File: src/hw/rtl/mffe_pkg.sv
// Shared constants and register indexes for the MAVLink frame field extractor.
`default_nettype none
package mffe_pkg;

  localparam int unsigned CNT_W = 9;
  localparam int unsigned CFG_IDX_W = 2;
  localparam int unsigned CFG_DATA_W = 9;

  localparam logic [7:0]       START_BYTE = 8'hFE;
  localparam logic [CNT_W-1:0] ID_COUNT   = 9'd6;
  localparam logic [CNT_W-1:0] LEN_COUNT  = 9'd2;
  localparam logic [CNT_W-1:0] LEN_EXTRA  = 9'd8;

  localparam logic [7:0]       RST_TARGET_MSG_ID      = 8'd35;
  localparam logic [CNT_W-1:0] RST_EXPECTED_FRAME_LEN = 9'd30;
  localparam logic [CNT_W-1:0] RST_FIELD_LOW_POS      = 9'd21;

  typedef enum logic [CFG_IDX_W-1:0] {
    CFG_TARGET_MSG_ID      = 2'd0,
    CFG_EXPECTED_FRAME_LEN = 2'd1,
    CFG_FIELD_LOW_POS      = 2'd2
  } cfg_idx_e;

endpackage
`default_nettype wire

File: src/hw/rtl/mavlink_frame_field_extractor.sv
// Top level of the MAVLink v1 frame field extractor.
// A result is registered and appears in the cycle after the beat carrying the field's high byte.
// Throughput: one byte per cycle while the output is not stalled; the frame state updates in a single pass per beat.
// The output register lets a new byte enter whenever it is empty or as its result is taken.
// Reset clears the frame state and output valid and loads the register defaults.
`default_nettype none
module mavlink_frame_field_extractor
  import mffe_pkg::*;
(
  input  wire logic                  clk_i,
  input  wire logic                  rst_ni,
  input  wire logic                  in_valid_i,
  output logic                       in_ready_o,
  input  wire logic [7:0]            rx_byte_i,
  output logic                       out_valid_o,
  input  wire logic                  out_ready_i,
  output logic [15:0]                field_value_o,
  input  wire logic                  cfg_valid_i,
  output logic                       cfg_ready_o,
  input  wire logic [CFG_IDX_W-1:0]  cfg_index_i,
  input  wire logic [CFG_DATA_W-1:0] cfg_data_i
);

  typedef enum logic [1:0] {
    PH_IDLE = 2'd0,
    PH_LEN  = 2'd1,
    PH_BODY = 2'd2
  } phase_e;

  phase_e           phase_q, phase_d;
  logic [CNT_W-1:0] byte_count_q, byte_count_d;
  logic [CNT_W-1:0] frame_len_q, frame_len_d;
  logic             frame_match_q, frame_match_d;
  logic [7:0]       low_byte_q, low_byte_d;
  logic             out_valid_q, out_valid_d;
  logic [15:0]      field_value_q, field_value_d;

  logic [7:0]       target_msg_id_q;
  logic [CNT_W-1:0] expected_frame_len_q;
  logic [CNT_W-1:0] field_low_pos_q;

  logic             in_fire;
  logic             emit;
  logic [CNT_W-1:0] count_inc;
  logic [CNT_W:0]   high_pos;

  assign cfg_ready_o   = 1'b1;
  assign in_ready_o    = !out_valid_q || out_ready_i;
  assign in_fire       = in_valid_i && in_ready_o;
  assign out_valid_o   = out_valid_q;
  assign field_value_o = field_value_q;

  assign count_inc = byte_count_q + 9'd1;
  assign high_pos  = {1'b0, field_low_pos_q} + 10'd1;

  always_comb begin
    phase_d       = phase_q;
    byte_count_d  = byte_count_q;
    frame_len_d   = frame_len_q;
    frame_match_d = frame_match_q;
    low_byte_d    = low_byte_q;
    emit          = 1'b0;
    case (phase_q)
      PH_LEN: begin
        byte_count_d  = LEN_COUNT;
        frame_len_d   = {1'b0, rx_byte_i} + LEN_EXTRA;
        frame_match_d = 1'b0;
        phase_d       = PH_BODY;
      end
      PH_BODY: begin
        byte_count_d = count_inc;
        if (count_inc >= frame_len_q) begin
          phase_d = PH_IDLE;
        end
        if (count_inc == ID_COUNT) begin
          frame_match_d = (rx_byte_i == target_msg_id_q) &&
                          (frame_len_q == expected_frame_len_q);
        end
        if (frame_match_d) begin
          if (count_inc == field_low_pos_q) begin
            low_byte_d = rx_byte_i;
          end
          if ({1'b0, count_inc} == high_pos) begin
            emit = 1'b1;
          end
        end
      end
      default: begin
        phase_d = (rx_byte_i == START_BYTE) ? PH_LEN : PH_IDLE;
      end
    endcase
  end

  always_comb begin
    out_valid_d   = out_valid_q;
    field_value_d = field_value_q;
    if (out_valid_q && out_ready_i) begin
      out_valid_d = 1'b0;
    end
    if (in_fire && emit) begin
      out_valid_d   = 1'b1;
      field_value_d = {rx_byte_i, low_byte_q};
    end
  end

  always_ff @(posedge clk_i or negedge rst_ni) begin
    if (!rst_ni) begin
      phase_q       <= PH_IDLE;
      byte_count_q  <= '0;
      frame_len_q   <= '0;
      frame_match_q <= 1'b0;
      low_byte_q    <= '0;
      out_valid_q   <= 1'b0;
    end else begin
      out_valid_q <= out_valid_d;
      if (in_fire) begin
        phase_q       <= phase_d;
        byte_count_q  <= byte_count_d;
        frame_len_q   <= frame_len_d;
        frame_match_q <= frame_match_d;
        low_byte_q    <= low_byte_d;
      end
    end
  end

  always_ff @(posedge clk_i) begin
    field_value_q <= field_value_d;
  end

  always_ff @(posedge clk_i or negedge rst_ni) begin
    if (!rst_ni) begin
      target_msg_id_q      <= RST_TARGET_MSG_ID;
      expected_frame_len_q <= RST_EXPECTED_FRAME_LEN;
      field_low_pos_q      <= RST_FIELD_LOW_POS;
    end else if (cfg_valid_i && cfg_ready_o) begin
      case (cfg_index_i)
        CFG_TARGET_MSG_ID:      target_msg_id_q      <= cfg_data_i[7:0];
        CFG_EXPECTED_FRAME_LEN: expected_frame_len_q <= cfg_data_i;
        CFG_FIELD_LOW_POS:      field_low_pos_q      <= cfg_data_i;
        default: begin
        end
      endcase
    end
  end

endmodule
`default_nettype wire

File: config.mk
export PLATFORM = sky130hd
export DESIGN_NAME = mavlink_frame_field_extractor
export DESIGN_NICKNAME = d
export VERILOG_FILES = /design/src/hw/rtl/mffe_pkg.sv /design/src/hw/rtl/mavlink_frame_field_extractor.sv
export SDC_FILE = /design/constraint.sdc
export NUM_CORES = 1
export LEC_CHECK = 0
export BUFFER_PORTS_ARGS = -buffer_cell sky130_fd_sc_hd__buf_2
export CAP_MARGIN = 20
export CORE_MARGIN = 2
export CORE_UTILIZATION = 45
export DETAILED_ROUTE_END_ITERATION = 7
export GPL_ROUTABILITY_DRIVEN = 0
export PLACE_DENSITY = 0.68
export SLEW_MARGIN = 10
export SYNTH_ARGS = -nofsm -noshare
export SYNTH_HDL_FRONTEND = slang
export SYNTH_SLANG_ARGS = --single-unit
File: constraint.sdc
create_clock -name clk_i -period 10.25 [get_ports clk_i]
set_input_delay 2.05 -clock clk_i [delete_from_list [all_inputs] [get_ports clk_i]]
set_output_delay 2.05 -clock clk_i [all_outputs]
set_load 0.05 [all_outputs]
; ---- After elaboration in Yosys (flattened, before gate mapping)
; Cells that the tools add are included.
[word_totals]
register_bits = 72
wordCells = 53
out_inout_bits = 19
input_bits = 24
[classes]
n_lt_le_gt_ge = 1
eq_ne = 11
n_addsub = 3
reduce_logical = 16
muxes = 12
[op_table]
columns = op, n
row1 = equality test 9 bit, 2
row2 = one-hot mux 9 bit (2 select lines), 1
row3 = AND reduction 2 bit, 6
row4 = "adder 9 x 1 -> 10 bit, second input constant", 1
row5 = equality test 9 x 10 -> 1 bit, 1
row6 = "adder 8 x 4 -> 9 bit, second input constant", 1
row7 = "adder 9 x 1 -> 9 bit, second input constant", 1
row8 = "equality test 9 x 3 -> 1 bit, second input constant", 1
row9 = greater-or-equal comparator 9 bit, 1
row10 = equality test 8 bit, 1
row11 = "equality test 8 bit, second input constant", 1
row12 = two-way mux 1 bit, 8
row13 = "equality test 2 x 1 -> 1 bit, second input constant", 2
row14 = "equality test 2 bit, second input constant", 2
row15 = logical AND 1 bit, 4
row16 = one-hot mux 2 bit (2 select lines), 1
row17 = AND reduction 4 bit, 1
row18 = nonzero test 2 bit, 2
row19 = logical NOT 2 bit, 1
row20 = two-way mux 2 bit, 1
row21 = "!= test 2 bit, second input constant", 1
row22 = one-hot mux 1 bit (2 select lines), 1
row23 = logical NOT 1 bit, 1
row24 = logical OR 1 bit, 1

; ---- Longest topological paths before layout
[logic_depth]
word_depth = 8
mapped_depth = 11
ltp_nobuf = 10

; ---- Worst setup path after synthesis
; OpenSTA, ideal clock, no wires.
[synth_timing]
path_kind = input port to flip-flop
startpoint = in rx_byte_i[3]
endpoint = reg field_value_q[0] (netlist: field_value_o[0]), enable pin
setup_time_ps = 409
cell_stages = 7
slack_ps = 5625
arrival_ps = 4216
path_cell_list = xnor2_1 > nand4_1 > nor3_1 > nand4_1 > mux2i_1 > o2111ai_1 > nor3_1
[synth_between]
elab_chain_cells = 7
[synth_rtl]
columns = item, line
row1 = start: declaration, mavlink_frame_field_extractor.sv:14  ; input wire logic [7:0] rx_byte_i,
row2 = equality test 8 bit, mavlink_frame_field_extractor.sv:76  ; frame_match_d = (rx_byte_i == target_msg_id_q) &&
row3 = logical AND 1 bit, mavlink_frame_field_extractor.sv:76
row4 = two-way mux 1 bit, mavlink_frame_field_extractor.sv:75  ; if (count_inc == ID_COUNT) begin
row5 = two-way mux 1 bit, mavlink_frame_field_extractor.sv:63  ; case (phase_q)
row6 = two-way mux 1 bit, mavlink_frame_field_extractor.sv:79  ; if (frame_match_d) begin
row7 = two-way mux 1 bit, mavlink_frame_field_extractor.sv:63
row8 = logical AND 1 bit, mavlink_frame_field_extractor.sv:100  ; if (in_fire && emit) begin
row9 = end signal: assignment, mavlink_frame_field_extractor.sv:127  ; field_value_q <= field_value_d;
row10 = end: declaration, mavlink_frame_field_extractor.sv:36  ; logic [15:0] field_value_q, field_value_d;
; Every way passes these cells. The select of a mux whose other input is x is not followed.
; A chain may end at the register's enable or synchronous reset.

; ---- Worst setup path in the final report
[layout_timing]
startpoint = in out_ready_i
endpoint = out in_ready_o
[layout_between]
elab_chain_cells = 1
[layout_rtl]
columns = item, line
row1 = start: declaration, mavlink_frame_field_extractor.sv:16  ; input wire logic out_ready_i,
row2 = logical OR 1 bit, mavlink_frame_field_extractor.sv:48  ; assign in_ready_o = !out_valid_q || out_ready_i;
row3 = end: declaration, mavlink_frame_field_extractor.sv:13  ; output logic in_ready_o,
; Every way passes these cells.

==> run_results.csv <==
group,metric,value,unit
synthesis,yosysSeqAreaShare,0.477,
die,die_x,97.9,µm
worst_setup_path,cp.required,8200,ps
die,io_pins,43,
route,drcViolationCount,0,
sta,final_max_slew_viol_count,0,
placed_design,hpwlAfterDp,6270,µm
cells_and_area,fin_util,0.518,
worst_setup_path,r2r_cells,8,
sta,min_period,4730,ps
sta,fmax,212,MHz
cts,cts_setup_buffers,0,
cts,path_clk_slew,80,ps
cells_and_area,diodes,0,
grt,grt_max_degree,57,
sta,rsz0062_at_grt,"false",
sta,worst_slack,5520,ps
run_status,status,"finished, final reports clean",
worst_setup_path,arrival,2680,ps
worst_setup_path,path_class,"in2out",
synthesis,synth_largest_area_cell,"dfrtp_1",
cts,cts_buffer_depth,2,
cts,post_cts_resize_count,0,
cts,hold_buffers,0,
placed_design,port_buffers,41,
synthesis,syn-num-nets,391,
cts,clock_latency,350,ps
grt,antenna_found_initial,0,
die,core,0.00864,mm²
synthesis,synth_seq_cells,72,
route,met1_length,3970,µm
power_and_ir_drop,power_density,182,mW/mm²
sta,worstMarginPinSlew,722,ps
synthesis,synth_cells,352,
placed_design,dp_slack,5520,ps
synthesis,syn-cell-area,0.00397,mm²
power_and_ir_drop,leakagePower,1.93,nW
die,start_util,0.460,
min_path,hold_depth,0,
sta,period_share,0.461,
route,drt_iter0_markers,98,
cells_and_area,stdcell_area,0.00447,mm²
power_and_ir_drop,ir_worst_vdd,108,µV
cts,clock_sinks,72,
sta,setup_viol,0,
cts,cts_root_buf,"clkbuf_8",
route,wl_met3,353,µm
route,firstDrtPassIters,4,
cts,cts_htree_levels,3,
sta,slew_headroom,0.519,
cts,numCtsBuffers,9,
route,top_layer_used,"met4",
synthesis,synthDistinctLibCells,51,
synthesis,async_reset_ff_frac,0.778,
cells_and_area,nFillCells,788,
cts,cts_tree,"yes",
worst_setup_path,critPathCaptureType,"output port",
route,num_vias,2795,
synthesis,yosysWarningCount,0,
route,wl,8610,µm
sta,skew,8.35,ps
placed_design,placed_cell_area,0.00425,mm²
synthesis,yosys.area.top_type_share,0.290,
flow_run,max-cap-violations,0,
min_path,hold_class,"reg2reg",
synthesis,synthFlopType,"dfrtp_1",
worst_setup_path,cp_max_fo,4,
route,wl_met2,4120,µm
cells_and_area,final_layout_size_suffix_gt1_frac,0.295,
grt,grt_first_pass_wirelength,14300,µm
route,wl_per_cell,17.1,µm
synthesis,synth_area_leaders,"dfrtp_1 29%, edfxtp_1 12%, mux2_2 11%",
cells_and_area,final_nets,431,
cells_and_area,area_delta_synth_final,12.6,%
route,postRouteAntennaNets,0,
die,rows,34,
die,dieArea,0.00959,mm²
grt,grt_use_total,0.189,
worst_setup_path,crit_path_start_kind,"input port",
sta,tns,0,ps
grt,grt_pass1_vias,2717,
sta,hold_violations,0,
die,dieHeight,97.9,µm
grt,overflow,0,
synthesis,synth-edff-count,16,
sta,timing.hold.ws,450,ps
route,vias_per_cell,5.53,
synthesis,avgSynthCellArea,11.3,µm²
-- path summary, 6_finish.rpt --
path,to,slack [ps],startpoint
max in group asynchronous,expected_frame_len_q[8]$_DFFE_PN0P_,7940,rst_ni
worst min-delay path,field_value_o[4]$_DFFE_PP_,450,low_byte_q[4]$_DFFE_PN0P_
worst max-delay path,in_ready_o,5520,out_ready_i
min in group asynchronous,out_valid_o$_DFFE_PN0P_,1830,rst_ni
worst min register to register,field_value_o[4]$_DFFE_PP_,450,low_byte_q[4]$_DFFE_PN0P_
worst max register to register,field_value_o[9]$_DFFE_PP_,7090,byte_count_q[3]$_DFFE_PN0P_
-- kinds of logic (layout without fill, tap and decap cells) --
family,count (synthesis),in the layout,share of synthesized area
AO/OA/AOI/OAI,49,49,0.0958
AND/OR/NAND/NOR,100,100,0.127
XOR/XNOR,45,45,0.0993
flip-flops,72,72,0.477
other,1,1,0.000945
multiplexers,42,42,0.118
adder cells (fa/ha/maj),15,15,0.0473
buffers and inverters,28,73,0.0347
-- sequential cells by signal, summed over array words and instances (netlist names) --
signal / cells
phase_q: 2
low_byte_q: 8
expected_frame_len_q: 9
target_msg_id_q: 8
field_value_o: 16
out_valid_o: 1
field_low_pos_q: 9
byte_count_q: 9
frame_match_q: 1
frame_len_q: 9
-- cell usage in the layout, fill, tap and decap left out, types with 2 or more instances in the layout --
cell,instances
dfrtp_1,46
nand2_1,31
mux2i_1,4
dfstp_2,10
o21ai_0,18
clkinv_4,2
clkbuf_8,9
a31oi_1,2
nor4_1,3
a21o_1,3
a21oi_1,5
a221oi_1,2
nor2b_1,6
nand4_1,7
nor3b_1,2
edfxtp_1,16
and3_1,4
a2111oi_4,2
nand3_1,12
mux2_2,38
ha_1,15
o211ai_1,2
xor2_1,17
nand2b_1,4
buf_4,3
buf_2,41
xnor2_1,28
o2111ai_1,2
nor2_1,13
nand3b_1,2
nor3_1,8
inv_1,13
o31ai_1,2
or3_1,2
-- where the power goes --
group / internal, mW / switching, mW
registers: 0.325 / 0.0479
logic: 0.0932 / 0.0996
clock network: 0.130 / 0.119
total: 0.549 / 0.267
-- routing by layer --
layer | track usage | vias up
li1 | - | 1331
met1 | 0.263 | 1387
met2 | 0.291 | 61
met3 | 0.0451 | 16
met4 | 0.0641 | 0
met5 | 0 | -
-- worst max-delay path, cell delays in order --
cell,delay [ps]
buf_2,90
or2b_2,310
buf_2,220
-- cells in the mapped netlist, types with 3 or more instances --
cell type  instances
nor3_1             9
ha_1              15
clkbuf_1           4
buf_2              6
dfstp_2           10
xnor2_1           28
and3_1             4
nand2_1           31
a21oi_1            5
edfxtp_1          16
nor2b_1            6
inv_1             13
mux2i_1            4
nor4_1             3
a21o_1             3
mux2_2            38
nand4_1            7
dfrtp_1           46
o21ai_0           18
xor2_1            17
buf_4              4
nand3_1           12
nand2b_1           4
nor2_1            13
-- through the flow --
step | power, mW | cells
detailed placement | 0.572 | 489
floorplan | 0.525 | 352
global route | 0.867 | 505
finish | 0.816 | 505
global placement | 0.565 | 489
CTS | 0.821 | 505
-- area by class of cell --
class | instances | area (µm²) | share of cell area
timing repair buffer | 44 | 228 | 0.0509
clock buffer | 10 | 149 | 0.0333
tap | 108 | 135 | 0.0302
sequential | 72 | 1890 | 0.424
multi-input combinational | 252 | 1940 | 0.435
inverter | 13 | 48.8 | 0.0109
clock inverter | 6 | 72.6 | 0.0162
Power figures use the tool's default switching activity.
